==> src/rtl/isl_pkg.sv <==
// Shared types and constants for the indexed shift list.
// Holds the command and result word layouts and the cell control struct.
// No dependencies.
package isl_pkg;

  // Defaults for the top-level parameters.
  localparam int DepthDefault     = 32;
  localparam int DataWidthDefault = 32;

  // Fixed field widths of the command and result words.
  localparam int PosW   = 6;
  localparam int ItemW  = 32;
  localparam int CountW = 6;

  // Width of internal indexes and counts; covers every depth up to 64 plus one.
  localparam int IdxW = 7;

  typedef enum logic [2:0] {
    ModePush   = 3'd0,
    ModePop    = 3'd1,
    ModeInsert = 3'd2,
    ModeRemove = 3'd3,
    ModeRead   = 3'd4,
    ModeWrite  = 3'd5,
    ModeMove   = 3'd6,
    ModeClear  = 3'd7
  } mode_e;

  typedef enum logic [1:0] {
    StatusOk    = 2'd0,
    StatusFull  = 2'd1,
    StatusEmpty = 2'd2,
    StatusRange = 2'd3
  } status_e;

  // Command word.
  typedef struct packed {
    mode_e             mode;
    logic [PosW-1:0]   position;
    logic [PosW-1:0]   target_position;
    logic [ItemW-1:0]  item_in;
  } in_t;

  // Result word.
  typedef struct packed {
    logic [ItemW-1:0]  item_out;
    logic [CountW-1:0] count;
    logic              is_empty;
    status_e           status;
  } out_t;

  // Control broadcast to every cell of the row.
  typedef struct packed {
    logic            en;      // update the row this cycle
    logic            up;      // cells in range take the left neighbor, else the right
    logic [IdxW-1:0] lo;      // first cell of the shift range
    logic [IdxW-1:0] hi;      // one past the last cell of the shift range
    logic            ld_en;   // one cell loads the broadcast word
    logic [IdxW-1:0] ld_idx;  // which cell loads
  } cell_ctl_t;

endpackage

==> src/rtl/isl_cell.sv <==
// One storage cell of the indexed shift list row.
// Depends on isl_pkg for the cell control struct.
module isl_cell #(
  parameter int DATA_WIDTH = isl_pkg::DataWidthDefault,
  parameter int IDX        = 0
) (
  input  logic                  clk_i,
  input  isl_pkg::cell_ctl_t    ctl_i,
  input  logic [DATA_WIDTH-1:0] ld_word_i,
  input  logic [DATA_WIDTH-1:0] left_i,
  input  logic [DATA_WIDTH-1:0] right_i,
  output logic [DATA_WIDTH-1:0] q_o
);

  localparam logic [isl_pkg::IdxW-1:0] MyIdx = isl_pkg::IdxW'(IDX);

  logic [DATA_WIDTH-1:0] data_q;
  logic [DATA_WIDTH-1:0] data_d;
  logic                  in_range;

  // A cell inside the shift range takes a neighbor; the load cell takes the word.
  always_comb begin
    in_range = (MyIdx >= ctl_i.lo) && (MyIdx < ctl_i.hi);
    data_d   = data_q;
    if (ctl_i.en) begin
      if (ctl_i.ld_en && (MyIdx == ctl_i.ld_idx)) begin
        data_d = ld_word_i;
      end else if (in_range) begin
        data_d = ctl_i.up ? left_i : right_i;
      end
    end
  end

  // Payload storage needs no reset.
  always_ff @(posedge clk_i) begin
    data_q <= data_d;
  end

  assign q_o = data_q;

endmodule

==> src/rtl/isl_ctrl.sv <==
// Command decoder, entry count and result register of the indexed shift list.
// Depends on isl_pkg for the word layouts, codes and cell control struct.
module isl_ctrl #(
  parameter int DEPTH      = isl_pkg::DepthDefault,
  parameter int DATA_WIDTH = isl_pkg::DataWidthDefault
) (
  input  logic                     clk_i,
  input  logic                     rst_ni,
  input  logic                     start_i,
  input  isl_pkg::in_t             cmd_i,
  input  logic [DATA_WIDTH-1:0]    rd_data_i,
  output logic [isl_pkg::IdxW-1:0] rd_idx_o,
  output isl_pkg::cell_ctl_t       ctl_o,
  output logic [DATA_WIDTH-1:0]    ld_word_o,
  output logic                     res_valid_o,
  output isl_pkg::out_t            res_o
);

  localparam int IdxW = isl_pkg::IdxW;
  localparam logic [IdxW-1:0] DepthIdx = IdxW'(DEPTH);
  localparam logic [IdxW-1:0] One      = IdxW'(1);

  logic [IdxW-1:0]       count_q;
  logic [IdxW-1:0]       count_d;
  logic                  res_valid_q;
  isl_pkg::out_t         res_q;
  isl_pkg::out_t         res_d;

  logic [IdxW-1:0]       pos;
  logic [IdxW-1:0]       tgt;
  logic                  full;
  logic                  empty;
  logic                  pos_ok;
  logic                  tgt_ok;
  logic [IdxW-1:0]       ins_idx;
  logic [IdxW-1:0]       rm_idx;
  logic                  rd_ok;
  logic                  use_held;
  isl_pkg::status_e      status;
  logic [DATA_WIDTH-1:0] word;
  logic [DATA_WIDTH+isl_pkg::ItemW-1:0] word_wide;
  logic [DATA_WIDTH+isl_pkg::ItemW-1:0] out_wide;

  // Store the low DATA_WIDTH bits of the incoming word.
  assign word_wide = {{DATA_WIDTH{1'b0}}, cmd_i.item_in};
  assign word      = word_wide[DATA_WIDTH-1:0];

  assign pos     = {1'b0, cmd_i.position};
  assign tgt     = {1'b0, cmd_i.target_position};
  assign full    = (count_q >= DepthIdx);
  assign empty   = (count_q == '0);
  assign pos_ok  = (pos < count_q);
  assign tgt_ok  = (tgt < count_q);
  assign ins_idx = pos_ok ? pos : count_q;
  assign rm_idx  = pos_ok ? pos : (count_q - One);

  // Decode one command into a row update, a read index and the new count.
  always_comb begin
    ctl_o     = '0;
    ctl_o.en  = start_i;
    count_d   = count_q;
    status    = isl_pkg::StatusOk;
    rd_ok     = 1'b0;
    use_held  = 1'b0;
    rd_idx_o  = pos;
    case (cmd_i.mode)
      isl_pkg::ModePush: begin
        if (full) begin
          status = isl_pkg::StatusFull;
        end else begin
          ctl_o.ld_en  = 1'b1;
          ctl_o.ld_idx = count_q;
          count_d      = count_q + One;
        end
      end
      isl_pkg::ModePop: begin
        if (empty) begin
          status = isl_pkg::StatusEmpty;
        end else begin
          rd_idx_o = count_q - One;
          rd_ok    = 1'b1;
          count_d  = count_q - One;
        end
      end
      isl_pkg::ModeInsert: begin
        if (full) begin
          status = isl_pkg::StatusFull;
        end else begin
          // Entries from the insert point up to the end move up by one.
          ctl_o.up     = 1'b1;
          ctl_o.lo     = ins_idx + One;
          ctl_o.hi     = count_q + One;
          ctl_o.ld_en  = 1'b1;
          ctl_o.ld_idx = ins_idx;
          count_d      = count_q + One;
        end
      end
      isl_pkg::ModeRemove: begin
        if (empty) begin
          status = isl_pkg::StatusEmpty;
        end else begin
          // Entries behind the removed one move down by one.
          rd_idx_o = rm_idx;
          rd_ok    = 1'b1;
          ctl_o.lo = rm_idx;
          ctl_o.hi = count_q - One;
          count_d  = count_q - One;
        end
      end
      isl_pkg::ModeRead: begin
        if (pos_ok) begin
          rd_ok = 1'b1;
        end else begin
          status = isl_pkg::StatusRange;
        end
      end
      isl_pkg::ModeWrite: begin
        if (pos_ok) begin
          ctl_o.ld_en  = 1'b1;
          ctl_o.ld_idx = pos;
        end else begin
          status = isl_pkg::StatusRange;
        end
      end
      isl_pkg::ModeMove: begin
        if (pos_ok && tgt_ok) begin
          // The source word is held and dropped in at the target while the
          // entries in between shift toward the source.
          use_held     = 1'b1;
          ctl_o.ld_en  = 1'b1;
          ctl_o.ld_idx = tgt;
          if (pos < tgt) begin
            ctl_o.lo = pos;
            ctl_o.hi = tgt;
          end else begin
            ctl_o.up = 1'b1;
            ctl_o.lo = tgt + One;
            ctl_o.hi = pos + One;
          end
        end else begin
          status = isl_pkg::StatusRange;
        end
      end
      isl_pkg::ModeClear: begin
        count_d = '0;
      end
      default: begin
        count_d = count_q;
      end
    endcase
  end

  assign ld_word_o = use_held ? rd_data_i : word;

  // Result word for the command.
  assign out_wide = {{isl_pkg::ItemW{1'b0}}, (rd_ok ? rd_data_i : {DATA_WIDTH{1'b0}})};
  always_comb begin
    res_d          = '0;
    res_d.item_out = out_wide[isl_pkg::ItemW-1:0];
    res_d.count    = count_d[isl_pkg::CountW-1:0];
    res_d.is_empty = (count_d == '0);
    res_d.status   = status;
  end

  // Count and result strobe are control state; the result payload is not reset.
  always_ff @(posedge clk_i or negedge rst_ni) begin
    if (!rst_ni) begin
      count_q     <= '0;
      res_valid_q <= 1'b0;
    end else begin
      res_valid_q <= start_i;
      if (start_i) begin
        count_q <= count_d;
      end
    end
  end

  always_ff @(posedge clk_i) begin
    if (start_i) begin
      res_q <= res_d;
    end
  end

  assign res_valid_o = res_valid_q;
  assign res_o       = res_q;

endmodule

==> src/rtl/indexed_shift_list.sv <==
// Indexed shift list: an ordered list of up to DEPTH words held in a row of cells.
// The result word is registered and shown, with res_valid_o high, in the
// cycle after start_i. One command is taken every cycle, since each cell picks
// its left, own or right neighbor in a single step; busy_o stays low.
// Reset clears the entry count and the result strobe; stored words are not cleared.
// The receiver cannot stall the result.
module indexed_shift_list #(
  parameter int DEPTH      = isl_pkg::DepthDefault,
  parameter int DATA_WIDTH = isl_pkg::DataWidthDefault
) (
  input  logic          clk_i,
  input  logic          rst_ni,
  input  logic          start_i,
  output logic          busy_o,
  input  isl_pkg::in_t  cmd_i,
  output logic          res_valid_o,
  output isl_pkg::out_t res_o
);

  localparam int AddrW = $clog2(DEPTH);

  isl_pkg::cell_ctl_t       ctl;
  logic [DATA_WIDTH-1:0]    ld_word;
  logic [DATA_WIDTH-1:0]    rd_data;
  logic [isl_pkg::IdxW-1:0] rd_idx;
  logic [DATA_WIDTH-1:0]    cell_q [DEPTH];

  // Commands are never held off.
  assign busy_o = 1'b0;

  isl_ctrl #(
    .DEPTH      (DEPTH),
    .DATA_WIDTH (DATA_WIDTH)
  ) u_ctrl (
    .clk_i       (clk_i),
    .rst_ni      (rst_ni),
    .start_i     (start_i),
    .cmd_i       (cmd_i),
    .rd_data_i   (rd_data),
    .rd_idx_o    (rd_idx),
    .ctl_o       (ctl),
    .ld_word_o   (ld_word),
    .res_valid_o (res_valid_o),
    .res_o       (res_o)
  );

  // Read tap at the decoded index; used only when that index holds an entry.
  assign rd_data = cell_q[rd_idx[AddrW-1:0]];

  // Row of cells; the end cells see their own word past the edge.
  for (genvar gi = 0; gi < DEPTH; gi++) begin : g_cell
    logic [DATA_WIDTH-1:0] left;
    logic [DATA_WIDTH-1:0] right;

    if (gi == 0) begin : g_first
      assign left = cell_q[gi];
    end else begin : g_mid_l
      assign left = cell_q[gi-1];
    end

    if (gi == DEPTH-1) begin : g_last
      assign right = cell_q[gi];
    end else begin : g_mid_r
      assign right = cell_q[gi+1];
    end

    isl_cell #(
      .DATA_WIDTH (DATA_WIDTH),
      .IDX        (gi)
    ) u_cell (
      .clk_i     (clk_i),
      .ctl_i     (ctl),
      .ld_word_i (ld_word),
      .left_i    (left),
      .right_i   (right),
      .q_o       (cell_q[gi])
    );
  end

endmodule
==> config.mk <==
export PLATFORM = sky130hd
export DESIGN_NAME = indexed_shift_list
export DESIGN_NICKNAME = d
export VERILOG_FILES = /design/src/rtl/isl_pkg.sv /design/src/rtl/isl_cell.sv /design/src/rtl/isl_ctrl.sv /design/src/rtl/indexed_shift_list.sv
export SDC_FILE = /design/constraint.sdc
export NUM_CORES = 2
export LEC_CHECK = 0
export ABC_AREA = 0
export BUFFER_PORTS_ARGS = -buffer_cell sky130_fd_sc_hd__buf_2
export CORE_MARGIN = 2
export CORE_UTILIZATION = 55
export CTS_CLUSTER_DIAMETER = 80
export CTS_CLUSTER_SIZE = 10
export DETAILED_ROUTE_END_ITERATION = 8
export PLACE_DENSITY = 0.71
export SLEW_MARGIN = 40
export SYNTH_ARGS = -nofsm -noshare
export SYNTH_HDL_FRONTEND = slang
export SYNTH_HIERARCHICAL = 1
export SYNTH_SLANG_ARGS = --single-unit
==> constraint.sdc <==
create_clock -name clk_i -period 9.3 [get_ports clk_i]
set_clock_uncertainty 0.1 [all_clocks]
set_input_delay 0.465 -clock clk_i [delete_from_list [all_inputs] [get_ports clk_i]]
set_output_delay 0.465 -clock clk_i [all_outputs]
set_load 0.03 [all_outputs]
After elaboration in Yosys (flattened, before gate mapping)
Index checks and enable logic that the tools add are counted.

operators by class
  $add $sub $neg = 5
  bitwise gates (word level) = 1
  mux-type cells = 128
  shift-type cells = 0
  div/mod/pow operators = 0
  equal/unequal tests = 39
  multipliers = 0
  reductions and logical operators = 137
  order comparisons = 69

operators by type and width
  operator                                                    number
  2-to-1 mux 32 bit                                           99
  binary-select mux 32 bit (select 5 bit)                     1
  equality test 5 x 7 -> 1 bit (first input constant)         16
  >= comparator 5 x 7 -> 1 bit (first input constant)         16
  less-than comparator 5 x 7 -> 1 bit (first input constant)  16
  nonzero test 2 bit                                          33
  logical AND 1 bit                                           65
  AND reduction 2 bit                                         30
  equality test 4 x 7 -> 1 bit (first input constant)         8
  >= comparator 4 x 7 -> 1 bit (first input constant)         8
  less-than comparator 4 x 7 -> 1 bit (first input constant)  8
  2-to-1 mux 23 bit                                           2
  one-hot mux 14 bit (3 select lines)                         1
  one-hot mux 8 bit (4 select lines)                          1
  equality test 3 x 7 -> 1 bit (first input constant)         4
  >= comparator 3 x 7 -> 1 bit (first input constant)         4
  less-than comparator 3 x 7 -> 1 bit (first input constant)  4
  2-to-1 mux 14 bit                                           2
  2-to-1 mux 7 bit                                            4
  zero test 7 bit                                             3
  one-hot mux 7 bit (3 select lines)                          1
  2-to-1 mux 8 bit                                            2
  adder 6 x 1 -> 7 bit (second input constant)                2
  adder 7 x 1 -> 7 bit (second input constant)                2
  other kinds (25)                                            47

storage, ports and cells
  output and inout bits = 43
  logic and storage cells = 417
  latch bits = 0
  input bits = 50
  flip-flop bits (word level) = 1073
  memories kept = 0
  memory bits (writable) = 0
  bits in read-only memories = 0

Depth between registers and ports, before layout
  word-level depth = 10
  mapped depth = 21
  gate-level depth less buffers = 16

Modules after synthesis
Netlist, hierarchy kept.

modules (own cells, without submodules)
  module                             area an instance (um2)  times used  cells each  sequential area each (um2)
  indexed_shift_list                 8898.5                  1           1160        0.0
  isl_ctrl                           4041.4                  1           420         1431.4
  isl_cell at g_cell[10].u_cell ...  1938.1                  2           114         960.9
  isl_cell at g_cell[12].u_cell ...  1935.6                  2           112         960.9
  isl_cell at g_cell[19].u_cell ...  1930.6                  2           113         960.9
  isl_cell at g_cell[26].u_cell      1970.6                  1           114         960.9
  isl_cell at g_cell[25].u_cell      1943.1                  1           111         960.9
  isl_cell at g_cell[4].u_cell       1938.1                  1           112         960.9
  isl_cell at g_cell[16].u_cell      1936.9                  1           111         960.9
  isl_cell at g_cell[8].u_cell       1936.9                  1           113         960.9
  isl_cell at g_cell[28].u_cell      1934.4                  1           111         960.9
  isl_cell at g_cell[31].u_cell      1933.1                  1           109         960.9
  isl_cell at g_cell[11].u_cell      1929.4                  1           112         960.9
  isl_cell at g_cell[30].u_cell      1928.1                  1           114         960.9
  +17 rows                           --                      --          --          --

Worst setup path before layout
Ideal clock, no wire load.

  path kind = reg2reg
  start point = register u_ctrl.count_q[5]
  end point = register g_cell[7].u_cell.data_q[0] (enable)
  cell stages (with the launch flop) = 14
  required time = 8730 ps
  setup slack = -102 ps
  arrival = 8831 ps
  clock period less this slack = 9402 ps
  cell sequence = dfrtp_1 buf_2 inv_1 ha_1 and4b_1 a21oi_2 nand4_1 buf_4 clkbuf_1 o21ai_0 nor4b_4 nand4_4 buf_6 a21boi_0

RTL lines
  item                      RTL line         RTL
  start: declaration        isl_ctrl.sv:23   logic [IdxW-1:0] count_q;
  start signal: assignment  isl_ctrl.sv:173  count_q <= count_d;
  end signal: assignment    isl_cell.sv:36   data_q <= data_d;
  end: declaration          isl_cell.sv:17   logic [DATA_WIDTH-1:0] data_q;

==> impl_metrics.ini <==
[power]
power-per-cell-area_nw_per_um2 = 182
p_int_w = 0.00991
sw_frac_of_total_pct = 30.6
leakagePower_nw = 30.4
pwr-share-comb_pct = 26.2
p_sw_w = 0.00437
max-vdd-ir-drop_v = 0.000178
p_clk_share_pct = 29.3
power_frac_seq_pct = 44.5

[setup_path]
critical_path.max_stage_delay_ns = 0.82
critical_path_required_ns = 9.58
worstReg2RegStart = u_ctrl/count_q[2]
path_cells = inv_1, ha_1, a21oi_1, o21ai_1, a21oi_2, buf_4, nand4_1, buf_4, buf_4, o21ai_4, buf_4, and4bb_1, nand2_4, a21boi_4, buf_4
cp.arrival_ns = 6.63
r2r_cells = 15
critical_path.startpoint = u_ctrl/count_q[2]
cp_max_fo = 41
crit_type = register to register
start_kind = register
path_common_cell = buf_4
end_kind = register
rrSetupSlack_ns = 2.95
r2r-end = g_cell[25].u_cell/q_o[28]
crit_slowest_cell = a21boi_4

[status]
status = complete, no violations

[logic_synthesis]
synthCells = 5412
syn-num-nets = 5485
ys_warn_count = 6
syn-cell-area_um2 = 73500
avgSynthCellArea_um2 = 13.6

[timing]
fmax_mhz = 158
fin_crit_sh_pct = 68.3
worst_pin_slew_ns = 0.997
rsz0062_at_grt = no
max_slew_margin_pct = 33.0
hold_violations = 0
fin_crit_ns = 6.35
finalSetupViolations = 0
slew_viol_final = 0
layout_setup_ws_ns = 2.95
tns_ns = 0

[finish]
most-common-layout-cells = edfxtp_1 (1065), mux2_2 (861), mux2i_1 (742), mux2_4 (739), a21oi_1 (282)
layout-drive-gt1-share_pct = 41.1
final_common_cell = edfxtp_1
fillers = 10500
final_nets = 5426
areaGrowthSynthToFinish_pct = 6.66
final_util_pct = 58.9
diodes = 0

[placed_design]
hpwlAfterDp_um = 126000
io_buffers = 91
gp_congestion = 0.894
dp_slack_ns = 3.11

[worst_hold_path]
hold_depth = 3
holdCritPathClass = input port to register
hold_path_end = u_ctrl/res_o[1]
hold_start = cmd_i[45]

[global_routing]
grt_pass1_wl_um = 298000
globalRouteTotalUtil_pct = 28.2
grt_pass1_vias = 48300
grt_max_degree = 142
antenna_found_initial = 3
grt-ovfl-total = 0

[clock_network]
clkTransAtPathRegs_ns = 0.05
cts_root_buf = clkbuf_16
numCtsBuffers = 118
postCtsSetupBuffers = 0
clock-sinks = 1073
cts_buffer_depth = 3
ctsResizeCount = 0
clk_latency_ns = 0.74
htreeDepth = 3
cts_tree = done
postCtsHoldBufs = 3

[die]
start_util_pct = 55.2
ios = 93
die_y_um = 370
die_x_um = 370
fp-row-count = 134
die-area_um2 = 137000
core_area_um2 = 133000

[route]
dr.pass1.iters = 6
drt_drc_violations_left = 0
wire_per_inst_um = 27.6
highest_layer = met4
ant_nets = 0
vias = 46100
viasPerCell = 6.47
wl_met1_um = 83000
wl_met3_um = 11000
dr_wl_met2_um = 94400
drt_iter0_markers = 4326
drt_wl_total_um = 197000

[job]
max-cap-violations = 0
worst max-delay path by stage:
stage	end	slack (ns)	depth (start not counted)
floorplan	g_cell[24].u_cell/q_o[0]	0.34	13
global placement	g_cell[15].u_cell/q_o[9]	2.86	14
detailed placement	g_cell[25].u_cell/q_o[31]	3.11	15
CTS	g_cell[25].u_cell/q_o[1]	3.06	15
global route	g_cell[25].u_cell/q_o[28]	2.70	15
finish	g_cell[25].u_cell/q_o[28]	2.95	15
final cells by class:
class,count,area [um^2],share of cell area [%]
Clock inverter,9,108,0.137
Timing Repair Buffer,231,1960,2.50
Inverter,24,90.1,0.115
Sequential cell,1073,32200,41.0
Tap cell,1768,2210,2.82
Clock buffer,122,3030,3.87
Multi-Input combinational cell,3905,38800,49.5
flip-flops by register name, indices dropped and copies added, names as in the netlist:
name	flops
u_ctrl/res_valid_o	1
u_ctrl/res_o	41
u_ctrl/count_q	7
g_cell.u_cell/q_o	1024
worst max-delay path: cells and delay by family, from the launching register on:
| family | cells | cell delay, ns |
|---|---|---|
| AOI/OAI and AO/OA | 5 | 1.80 |
| adders and majority gates | 1 | 0.33 |
| buffers and inverters | 6 | 1.97 |
| DFF | 1 | 0.66 |
| and+or+nand+nor | 3 | 0.97 |
power groups by stage:
| stage | registers (W) | logic, W | clock network, W |
|---|---|---|---|
| 5_1_grt | 0.00641 | 0.00396 | 0.00441 |
| 3_3_place_gp | 0.00645 | 0.00359 | 0 |
| 2_1_floorplan | 0.00637 | 0.00267 | 0 |
| 3_5_place_dp | 0.00645 | 0.00368 | 0 |
| 6_report | 0.00636 | 0.00375 | 0.00418 |
| 4_1_cts | 0.00636 | 0.00370 | 0.00425 |
metal layers:
metal / vias up / global-route usage (%)
met2: 1507 / 46.7
li1: 20800 / -
met1: 23500 / 37.2
met3: 360 / 3.65
met5: - / 0
met4: 0 / 11.7
stage by stage:
step | instance area (um^2) | hold slack (ns) | instances | power (W)
after global placement | 74900 | 0.224 | 6981 | 0.0100
after global routing | 78400 | 0.209 | 7132 | 0.0148
after detailed placement | 75100 | 0.230 | 6994 | 0.0101
final | 78400 | 0.220 | 7132 | 0.0143
after floorplan | 73500 | 0.0694 | 5412 | 0.00904
after CTS | 78300 | 0.158 | 7128 | 0.0143
Note: power is estimated with default switching activity, not from simulation.
